`src/rtl/mpcpmb_pkg.sv`:
```
// Shared types, codes and Q16.16 arithmetic for the prediction matrix builder.
// No dependencies; every other file except mpcpmb_ram imports this package.
`default_nettype none
package mpcpmb_pkg;

    localparam int DEF_MAX_HORIZON = 16;
    localparam int DEF_MAX_STATE   = 8;
    localparam int DEF_MAX_INPUT   = 4;

    localparam logic [2:0] KIND_LOAD_A  = 3'd0;
    localparam logic [2:0] KIND_LOAD_B  = 3'd1;
    localparam logic [2:0] KIND_COMPUTE = 3'd2;
    localparam logic [2:0] KIND_READ_S  = 3'd3;
    localparam logic [2:0] KIND_READ_T  = 3'd4;

    localparam logic [1:0] CFG_HORIZON = 2'd0;
    localparam logic [1:0] CFG_STATE   = 2'd1;
    localparam logic [1:0] CFG_INPUT   = 2'd2;

    localparam logic [4:0] RST_HORIZON = 5'd16;
    localparam logic [3:0] RST_STATE   = 4'd8;
    localparam logic [2:0] RST_INPUT   = 3'd4;

    // controller -> datapath
    typedef struct packed {
        logic accept_ld;
        logic rd_item;
        logic cp;
        logic use_s;
        logic start;
        logic elem_adv;
        logic k_inc;
        logic k_clr;
        logic prod_ld;
        logic acc_ld;
        logic acc_clr;
        logic i_clr;
        logic i_inc;
        logic j_from_i;
        logic j_inc;
        logic t_we;
        logic s_we;
        logic out_rd;
        logic out_done;
    } t_cmd;

    // datapath -> controller
    typedef struct packed {
        logic last_c;
        logic last_r;
        logic last_k;
        logic last_i;
        logic last_j;
        logic out_free;
    } t_stat;

    // round a Q32.32 product to Q16.16, ties up; returns {saturated, value}
    function automatic logic [32:0] f_qround(input logic signed [63:0] p);
        logic signed [63:0] q;
        q = (p + 64'sd32768) >>> 16;
        if (q > 64'sd2147483647) begin
            return {1'b1, 32'h7fff_ffff};
        end else if (q < -64'sd2147483648) begin
            return {1'b1, 32'h8000_0000};
        end
        return {1'b0, q[31:0]};
    endfunction

    // saturating add; returns {saturated, value}
    function automatic logic [32:0] f_qadd(input logic signed [31:0] a,
                                           input logic signed [31:0] b);
        logic signed [32:0] s;
        s = {a[31], a} + {b[31], b};
        if (s[32] != s[31]) begin
            return {1'b1, s[32] ? 32'h8000_0000 : 32'h7fff_ffff};
        end
        return {1'b0, s[31:0]};
    endfunction

endpackage
`default_nettype wire

```
`src/rtl/mpcpmb_ctrl.sv`:
```
// Controller: sequences loads, reads and the compute pass over the datapath.
// Depends on mpcpmb_pkg.
`default_nettype none
module mpcpmb_ctrl import mpcpmb_pkg::*; (
    input  wire logic       i_clk,
    input  wire logic       i_rst_n,
    input  wire logic       i_in_valid,
    output logic            o_in_ready,
    input  wire logic [2:0] i_kind,
    input  wire t_stat      i_stat,
    output t_cmd            o_cmd
);
    localparam logic [3:0] ST_IDLE    = 4'd0;
    localparam logic [3:0] ST_RD_ADDR = 4'd1;
    localparam logic [3:0] ST_RD_OUT  = 4'd2;
    localparam logic [3:0] ST_TC_RD   = 4'd3;
    localparam logic [3:0] ST_TC_WR   = 4'd4;
    localparam logic [3:0] ST_SC_RD   = 4'd5;
    localparam logic [3:0] ST_SC_WR   = 4'd6;
    localparam logic [3:0] ST_M_RD    = 4'd7;
    localparam logic [3:0] ST_M_MUL   = 4'd8;
    localparam logic [3:0] ST_M_ACC   = 4'd9;
    localparam logic [3:0] ST_M_WR    = 4'd10;
    localparam logic [3:0] ST_DONE    = 4'd11;

    logic [3:0] r_state, n_state;
    logic       r_phase_s, n_phase_s;
    logic       accept;

    assign o_in_ready = (r_state == ST_IDLE);
    assign accept     = o_in_ready && i_in_valid;

    always_comb begin
        o_cmd     = '0;
        n_state   = r_state;
        n_phase_s = r_phase_s;
        case (r_state)
            ST_IDLE: begin
                o_cmd.accept_ld = accept;
                if (accept) begin
                    if (i_kind == KIND_COMPUTE) begin
                        o_cmd.start = 1'b1;
                        n_state = ST_TC_RD;
                    end else if (i_kind == KIND_READ_S || i_kind == KIND_READ_T) begin
                        n_state = ST_RD_ADDR;
                    end
                end
            end
            ST_RD_ADDR: begin
                o_cmd.rd_item = 1'b1;
                n_state = ST_RD_OUT;
            end
            ST_RD_OUT: begin
                o_cmd.rd_item = 1'b1;
                if (i_stat.out_free) begin
                    o_cmd.out_rd = 1'b1;
                    n_state = ST_IDLE;
                end
            end
            ST_TC_RD: begin
                o_cmd.cp = 1'b1;
                n_state = ST_TC_WR;
            end
            ST_TC_WR: begin
                o_cmd.cp = 1'b1;
                o_cmd.t_we = 1'b1;
                o_cmd.elem_adv = 1'b1;
                if (i_stat.last_r && i_stat.last_c) begin
                    n_phase_s = 1'b0;
                    if (i_stat.last_i) begin
                        o_cmd.i_clr = 1'b1;
                        n_state = ST_SC_RD;
                    end else begin
                        o_cmd.i_inc = 1'b1;
                        n_state = ST_M_RD;
                    end
                end else begin
                    n_state = ST_TC_RD;
                end
            end
            ST_SC_RD: begin
                o_cmd.cp = 1'b1;
                o_cmd.use_s = 1'b1;
                n_state = ST_SC_WR;
            end
            ST_SC_WR: begin
                o_cmd.cp = 1'b1;
                o_cmd.use_s = 1'b1;
                o_cmd.s_we = 1'b1;
                o_cmd.elem_adv = 1'b1;
                if (i_stat.last_r && i_stat.last_c) begin
                    if (i_stat.last_i) begin
                        n_state = ST_DONE;
                    end else begin
                        o_cmd.j_from_i = 1'b1;
                        n_phase_s = 1'b1;
                        n_state = ST_M_RD;
                    end
                end else begin
                    n_state = ST_SC_RD;
                end
            end
            ST_M_RD: begin
                o_cmd.use_s = r_phase_s;
                n_state = ST_M_MUL;
            end
            ST_M_MUL: begin
                o_cmd.use_s = r_phase_s;
                o_cmd.prod_ld = 1'b1;
                n_state = ST_M_ACC;
            end
            ST_M_ACC: begin
                o_cmd.use_s = r_phase_s;
                o_cmd.acc_ld = 1'b1;
                if (i_stat.last_k) begin
                    n_state = ST_M_WR;
                end else begin
                    o_cmd.k_inc = 1'b1;
                    n_state = ST_M_RD;
                end
            end
            ST_M_WR: begin
                o_cmd.use_s = r_phase_s;
                o_cmd.s_we = r_phase_s;
                o_cmd.t_we = !r_phase_s;
                o_cmd.elem_adv = 1'b1;
                o_cmd.k_clr = 1'b1;
                o_cmd.acc_clr = 1'b1;
                n_state = ST_M_RD;
                if (i_stat.last_r && i_stat.last_c) begin
                    if (!r_phase_s) begin
                        if (i_stat.last_i) begin
                            o_cmd.i_clr = 1'b1;
                            n_state = ST_SC_RD;
                        end else begin
                            o_cmd.i_inc = 1'b1;
                        end
                    end else if (i_stat.last_j) begin
                        // block column done: copy the next diagonal block
                        o_cmd.i_inc = 1'b1;
                        n_state = ST_SC_RD;
                    end else begin
                        o_cmd.j_inc = 1'b1;
                    end
                end
            end
            ST_DONE: begin
                if (i_stat.out_free) begin
                    o_cmd.out_done = 1'b1;
                    n_state = ST_IDLE;
                end
            end
            default: begin
                n_state = ST_IDLE;
            end
        endcase
    end

    always_ff @(posedge i_clk) begin
        if (!i_rst_n) begin
            r_state   <= ST_IDLE;
            r_phase_s <= 1'b0;
        end else begin
            r_state   <= n_state;
            r_phase_s <= n_phase_s;
        end
    end

    a_one_writer: assert property (@(posedge i_clk) disable iff (!i_rst_n)
        !(o_cmd.t_we && o_cmd.s_we))
        else $error("T and S written together");
    a_out_free: assert property (@(posedge i_clk) disable iff (!i_rst_n)
        (o_cmd.out_rd || o_cmd.out_done) |-> i_stat.out_free)
        else $error("output word overwritten");
    a_compute_start: assert property (@(posedge i_clk) disable iff (!i_rst_n)
        (accept && i_kind == KIND_COMPUTE) |=> (r_state == ST_TC_RD))
        else $error("compute did not start");
    a_no_accept_busy: assert property (@(posedge i_clk) disable iff (!i_rst_n)
        (r_state != ST_IDLE) |-> !o_cmd.accept_ld)
        else $error("item latched while busy");
endmodule
`default_nettype wire

```
`config.mk`:
```
export PLATFORM = sky130hd
export DESIGN_NAME = mpcpmb_ctrl
export DESIGN_NICKNAME = d
export VERILOG_FILES = /design/src/rtl/mpcpmb_pkg.sv /design/src/rtl/mpcpmb_ctrl.sv
export SDC_FILE = /design/constraint.sdc
export NUM_CORES = 1
export LEC_CHECK = 0
export BUFFER_PORTS_ARGS = -buffer_cell sky130_fd_sc_hd__buf_2
export CAP_MARGIN = 15
export CORE_MARGIN = 4
export CORE_UTILIZATION = 47
export CTS_BUF_LIST = sky130_fd_sc_hd__clkbuf_2
export DETAILED_ROUTE_END_ITERATION = 8
export GPL_TIMING_DRIVEN = 0
export PLACE_DENSITY_LB_ADDON = 0.1
export SYNTH_ARGS = -nofsm -noshare
export SYNTH_HDL_FRONTEND = slang
export SYNTH_SLANG_ARGS = --single-unit
```
`constraint.sdc`:
```
create_clock -name i_clk -period 1.7 [get_ports i_clk]
set_input_delay 0.085 -clock i_clk [delete_from_list [all_inputs] [get_ports i_clk]]
set_output_delay 0.085 -clock i_clk [all_outputs]
set_load 0.02 [all_outputs]
```
# ---- Yosys cells after proc, flatten, opt, wreduce, memory -nomap -nowiden
# Index checks and enable logic that the tools add are counted.
dict set report word_totals {
  in_bits 12
  wordCells 85
  output_inout_bits 20
  register_bits 5
}
dict set report op_classes {
  n_mux 49
  n_eq_ne 20
  n_reduce_logical 14
}
# cell count
set ops {}
lappend ops {{one-hot mux 4 bit (11 select lines)} 1}
lappend ops {{two-way mux 4 bit} 9}
lappend ops {{two-way mux 1 bit} 29}
lappend ops {{== test 4 x 3 -> 1 bit, second input constant} 4}
lappend ops {{== test 4 bit, second input constant} 4}
lappend ops {{== test 4 x 2 -> 1 bit, second input constant} 2}
lappend ops {{two-way mux 2 bit} 4}
lappend ops {{one-hot mux 1 bit (2 select lines)} 4}
lappend ops {{OR reduction 4 bit} 2}
lappend ops {{== test 3 x 2 -> 1 bit, second input constant} 2}
lappend ops {{!= test 2 bit, second input constant} 3}
lappend ops {{OR reduction 2 bit} 3}
lappend ops {{== test 4 x 1 -> 1 bit, second input constant} 1}
lappend ops {{zero test 4 bit} 1}
lappend ops {{!= test 2 x 1 -> 1 bit, second input constant} 2}
lappend ops {{one-hot mux 2 bit (2 select lines)} 1}
lappend ops {{AND reduction 4 bit} 1}
lappend ops {{== test 3 bit, second input constant} 1}
lappend ops {{two-way mux 3 bit} 1}
lappend ops {{!= test 3 x 1 -> 1 bit, second input constant} 1}
lappend ops {{AND reduction 3 bit} 1}
lappend ops {{OR reduction 3 bit} 1}
lappend ops {{logical AND 1 bit} 2}
lappend ops {{nonzero test 2 bit} 1}
lappend ops {{other kinds (2)} 2}

# ---- Logic depth before layout (Yosys ltp)
# Gate-level depths: netlist (run 1).
dict set report depth {
  word_depth 6
  depth_mapped 6
  ltp_nobuf 4
}

# ---- Least setup slack after synthesis (run 1)
# OpenSTA, ideal clock, no wires.
dict set report synth_timing {
  path_kind {flip-flop to output port}
  startpoint {register r_state[2]}
  endpoint {output o_cmd[14] (netlist name)}
  n_path_buf 1
  arrival_time_ps 2131
  stages_incl_launch_ff 5
  slack_ps -516
  required_ps 1615
  cell_sequence {dfxtp_1 > buf_4 > nor4_1 > and2_1 > nor3b_1}
}
# element line
set synth_lines {}
lappend synth_lines {{start: declaration} mpcpmb_ctrl.sv:26} ;# logic [3:0] r_state, n_state;
lappend synth_lines {{start signal: assignment} mpcpmb_ctrl.sv:164} ;# r_state <= n_state;
lappend synth_lines {{end: declaration} mpcpmb_ctrl.sv:11} ;# output t_cmd o_cmd

==> reports/qor.csv, run 1 <==
metric,value,unit
status,"finished, final reports clean",
Via density,5.69,
layout cells sized above 1,43.3,%
Die Area,0.00210,sq mm
Avg WL per Cell,13.7,microns
DRC Markers,0,
CTS sink cnt,5,
crit path kind,flip-flop to output pin,
cell taking the most area after synthesis,dfxtp_1,
nature of the critical path endpoint,output pin,
area of the multi-input gates,562,sq um
Mapped Nets,109,
H-tree depth,1,
die width,45.8,microns
number of synthesized register bits,5,
overall power,0.316,mW
routability cong.,0.828,
chip height,45.8,microns
Routed Wire Length,2040,microns
fin util,71.3,%
crit path launch type,flip-flop,
largest net degree at the start of global routing,11,
Netlist Area Pre-Place,673,sq um
Max Cap Viol,0,
CTS Buf Count,3,
num ports,32,
Final TNS setup,0,ps
vias in the first global route,685,
post-synthesis average cell area,6.94,sq um
crit path DAT,1550,ps
pwr dens,337,mW/mm^2
Yosys cell types,42,
PnR worst setup slack,66.8,ps
post-route ant nets,0,
final HPWL from detailed placement,1480,microns
Area growth syn-to-layout,39.6,%
largest cells by area after synthesis,"dfxtp_1 15%, nand2b_1 5.6%, nor2b_1 5.6%, a21oi_1 5.2%, nor2_1 4.5%",
starting density of the core,51.1,%
TritonCTS clock tree,yes,
first-pass GRT wire length,2960,microns
Synth Warn #,0,
Peak VDD IR,0.000304,V
Fillers,118,
Cell Rows,13,
Relative slew margins,77.1,%
Post-synth ARST share,0,%
Main synth FF type,dfxtp_1,
"worst slack, placed",239,ps
nets@finish,147,
GRT Residual Overflow,0,
CORE AREA,0.00132,sq mm
slew of the pin with the lowest slew margin,339,ps
clock root cell,clkbuf_2,
share of the synthesized area in the top cell type,14.9,%
Leakage,0.437,nW
Final Hold Vio Count,0,
via total after detailed routing,848,
Initial DRC Count,13,
cell count after synthesis,97,
port bufs,31,
"EDFF count, synth",0,
register area,103,sq um
fin crit period,1630,ps
Final Max Slew Viols,0,
GRT Util Overall,19.3,%
"Req. time, crit path",1620,ps
"Period Utilization, post-route",96.1,%
clock skew,0.436,ps
sequential-to-total area share from yosys stat,14.9,%
Hold WC Path Type,input pin to flip-flop,
"Reg clk slew, reported paths",50,ps
clock tree buffer depth,2,
fmax,612,MHz
Skew-Pair Late Insertion Delay,200,ps
Critical Path Fanout Max,5,
initial antenna violation count,0,
First-pass DRT Iterations,4,
Finish-stage setup viols,0,
# diodes,0,
-- worst paths after layout --
check / startpoint / slack [ps] / depth (start not counted) / to
setup / recovery: r_state[2] / 70 / 6 / o_cmd[6]
hold / removal: i_rst_n / 160 / 3 / r_state[0]
hold reg to reg: r_phase_s / 600 / 2 / r_phase_s
setup reg to reg: r_state[2] / 200 / 6 / r_state[1]
-- cells in the mapped netlist, types with 2 or more instances --
cell      count
buf_4         3
a21boi_0      2
nor2b_1       6
inv_1         3
dfxtp_1       5
nand2b_1      6
o21bai_1      2
buf_2         4
and3_1        3
a21oi_1       7
o21ai_0       3
nor2_1        8
nor4_1        3
nand2_1       7
nand3_1       2
nor3_1        4
o22ai_1       2
and2_1        3
-- cell type report --
type / count / share of cell area (%)
Buffer: 8 / 5.86
Clock buffer: 4 / 2.13
Inverter: 3 / 1.20
Multi-Input combinational cell: 81 / 59.8
Sequential cell: 5 / 10.9
Tap cell: 15 / 2.00
Timing Repair Buffer: 33 / 18.1
-- sequential cells by signal, indices dropped and copies added (netlist names) --
register and count:
r_phase_s 1, r_state 4
-- per-stage QoR --
stage / std cells / hold WS (ps) / cell area [sq um]
final: 149 / 156 / 940
after global routing: 149 / 154 / 940
after CTS: 147 / 142 / 887
after detailed placement: 143 / 369 / 867
after global placement: 143 / 367 / 867
after floorplan: 97 / 203 / 693
-- cell families (layout without fill, tap and decap cells) --
family,Yosys count,in the layout,synth area share (%)
simple gates,51,51,44.2
buf+inv,11,48,8.55
mux,1,1,1.49
compound gates,28,28,29.6
flops,5,5,14.9
xor+xnor,1,1,1.30
-- repair_timing --
item                       CTS  global route
buffers inserted             0             1
setup endpoints to repair    0             5
hold buffers                 0             0
resized for setup            0            13
-- per-layer routing --
layer,vias to the layer above,wire length [microns],share of wire (%),GRT usage (%)
met5,-,0,0,0
met4,0,0,0,6.82
met3,0,115,5.6,2.37
met2,25,1060,52,31.6
met1,395,859,42,25.4
li1,428,-,-,-
-- cells in the final DEF, fill, tap and decap left out, types with 2 or more instances in the layout --
master / netlist / routed
a21boi_0: 2 / 2
a21oi_1: 7 / 7
and2_1: 3 / 3
and3_1: 3 / 3
buf_2: 4 / 33
buf_4: 3 / 5
clkbuf_2: 0 / 4
dfxtp_1: 5 / 3
dfxtp_2: 0 / 2
inv_1: 3 / 3
nand2_1: 7 / 7
nand2b_1: 6 / 5
nand3_1: 2 / 2
nor2_1: 8 / 8
nor2b_1: 6 / 5
nor3_1: 4 / 4
nor4_4: 0 / 2
o21ai_0: 3 / 3
o21bai_1: 2 / 2
o22ai_1: 2 / 2
-- critical path: stages (launching register included) --
cell	delay, ps
dfxtp_2	350
buf_6	120
or3b_4	410
a21oi_4	150
a2bb2oi_1	80
nor2_1	90
buf_4	150
-- where the power goes --
group	switching, mW	internal [mW]
combinational	0.0524	0.0385
clock	0.0414	0.0622
sequential	0.00221	0.119
total	0.0961	0.220
Power figures use the tool's default switching activity.
==> run 2: changes to the inputs <==
--- a/config.mk
+++ b/config.mk
@@ -13,6 +13,7 @@
 export DETAILED_ROUTE_END_ITERATION = 8
 export GPL_TIMING_DRIVEN = 0
 export PLACE_DENSITY_LB_ADDON = 0.1
+export REMOVE_ABC_BUFFERS = 1
 export SYNTH_ARGS = -nofsm -noshare
 export SYNTH_HDL_FRONTEND = slang
 export SYNTH_SLANG_ARGS = --single-unit
==> reports/qor.csv, run 2 (synthesized netlist as in run 1, its figures left out) <==
metric,value,unit,change
status,"finished, final reports clean",,
fmax,622,MHz,+1.6%
Final Max Slew Viols,0,,unchanged
most frequent cells in the layout,"30 x buf_2, 8 x nor2_1, 7 x nand2_1, 7 x a21oi_1",,
CTS Buf Count,3,,unchanged
num ports,32,,unchanged
"Req. time, crit path",1620,ps,about the same
fin crit period,1610,ps,-26.3 ps
CORE AREA,0.00132,sq mm,unchanged
H-tree depth,1,,unchanged
routability cong.,0.823,,-0.69%
R2R depth,4,,-2
port bufs,31,,unchanged
PnR worst setup slack,93.1,ps,+26.3 ps
"worst slack, placed",-21.9,ps,-260 ps
Peak VDD IR,0.000291,V,-4.4%
GRT Util Overall,18.5,%,-0.73 points
crit path launch type,flip-flop,,
slew of the pin with the lowest slew margin,410,ps,+71.1 ps
starting density of the core,51.1,%,unchanged
"Reg clk slew, reported paths",60,ps,about the same
Fillers,131,,+11%
Area growth syn-to-layout,26.6,%,
dpl cells,135,,-5.6%
Leakage,0.384,nW,-12%
largest net degree at the start of global routing,22,,+11
slowest CP cell,or3b_4,,
DP Area,801,sq um,-7.6%
first-pass GRT wire length,2930,microns,-0.95%
die width,45.8,microns,unchanged
RSZ-0062 raised after global routing,true,,
met1 usage,25.1,%,-0.29 points
First-pass DRT Iterations,4,,unchanged
met3 Use GR,2.77,%,+0.40 points
switching power,0.0997,mW,+3.8%
Die Area,0.00210,sq mm,unchanged
Cell Rows,13,,unchanged
Hold WC Path Type,input pin to flip-flop,,
"commonest non-fill, non-tap cell in the layout",buf_2,,
CP max stage delay,440,ps,+30 ps
crit path kind,flip-flop to output pin,,
met2 Usage GRT,28.8,%,-2.7 points
register area,115,sq um,+12%
area of the multi-input gates,522,sq um,-7.1%
switching fraction of total power,33.2,%,+2.8 points
via total after detailed routing,805,,-5.1%
CP Cell Sequence,"or3b_4, a21oi_4, a2bb2oi_1, nor2_1, buf_4",,
fin util,64.7,%,-6.6 points
Critical Path Fanout Max,18,,+13
post-route cell area,852,sq um,-9.3%
final HPWL from detailed placement,1360,microns,-8.0%
Skew-Pair Late Insertion Delay,210,ps,about the same
Finished Layout Cells,140,,-6.0%
most flop-heavy register,r_state,,
TritonCTS clock tree,yes,,
GRT busiest layer,met2,,
# diodes,0,,unchanged
vias in the first global route,699,,+2.0%
Initial DRC Count,28,,+15
Final TNS setup,0,ps,unchanged
top flop regs,"r_state: 4 flops, r_phase_s: 1 flops",,
overall power,0.300,mW,-5.0%
nature of the critical path endpoint,output pin,,
GRT Residual Overflow,0,,unchanged
Reg power frac,41.0,%,+2.5 points
Crit path buffers/inverters,1,,-1
Avg WL per Cell,13.8,microns,+1.2%
Via density,5.75,,+1.0%
Relative slew margins,72.3,%,-4.8 points
DRC Markers,0,,unchanged
clock skew,6.39,ps,+5.95 ps
Final Hold Vio Count,0,,unchanged
final hold slack,124,ps,-31.9 ps
pwr dens,353,mW/mm^2,+4.7%
CTS sink cnt,5,,unchanged
Combinational Power Share,25.2,%,-3.6 points
post-route ant nets,0,,unchanged
initial antenna violation count,0,,unchanged
Internal,0.201,mW,-8.9%
Top Family by Delay on Critical Path,simple AND/OR/NAND/NOR gates,,
clock root cell,clkbuf_2,,
Max Cap Viol,0,,unchanged
hold path depth,3,,unchanged
Finish-stage setup viols,0,,unchanged
Routed Wire Length,1940,microns,-4.9%
max FFs per register,4,,unchanged
crit path DAT,1520,ps,-30 ps
nets@finish,138,,-6.1%
Clock Power Share,33.8,%,+1.0 points
"Period Utilization, post-route",94.5,%,-1.5 points
chip height,45.8,microns,unchanged
layout cells sized above 1,37.6,%,-5.7 points
clock tree buffer depth,2,,unchanged
CP Depth,5,,-1
## run 2: cell count changes in the layout (fill, tap and decap cells not counted), moves of 2 or more
cell,before,now
dfxtp_4,0,4
dfxtp_1,3,1
buf_4,5,1
dfxtp_2,2,0
nor4_4,2,0
buf_2,33,30
## run 2: metal layers
| metal | routed length (microns) | vias to the layer above | share of wire (%) |
|---|---|---|---|
| li1 | - | 408 | - |
| met1 | 827 | 361 | 43 |
| met2 | 981 | 34 | 51 |
| met3 | 112 | 2 | 5.8 |
| met4 | 15 | 0 | 0.77 |
| met5 | 0 | - | 0 |
## run 2: worst paths after layout
check / to / start / slack, ps
hold / removal: r_state[0] / i_rst_n / 120
setup / recovery: o_cmd[6] / r_state[1] / 90
setup reg to reg: r_state[1] / r_state[0] / 300
hold reg to reg: r_phase_s / r_phase_s / 580
## run 2: worst reg2reg max path: stages (launching register included)
cell and delay [ps]:
dfxtp_4 470, and4bb_2 300, a31o_2 250, a22oi_1 140, a31oi_1 110
## run 2: cell type report
cell class                      count  share of cell area [%]
Inverter                            3                    1.32
Clock inverter                      1                   0.587
Multi-Input combinational cell     81                    61.2
Clock buffer                        3                    1.76
Timing Repair Buffer               32                    19.4
Tap cell                           15                    2.20
Sequential cell                     5                    13.5
## run 2: repair_timing
item / in CTS / in global routing
setup buffers: 0 / 1
endpoints found under the setup margin: 10 / 7
resized for setup: 5 / 5
hold buffers: 0 / 0
pin swaps: 0 / 1
## run 2: power groups by stage
stage,clock network [mW],registers [mW],logic (mW)
finish,0.101,0.123,0.0758
global route,0.117,0.124,0.0829
CTS,0.109,0.126,0.0732
detailed placement,0,0.130,0.0730
global placement,0,0.130,0.0718
floorplan,0,0.128,0.0426
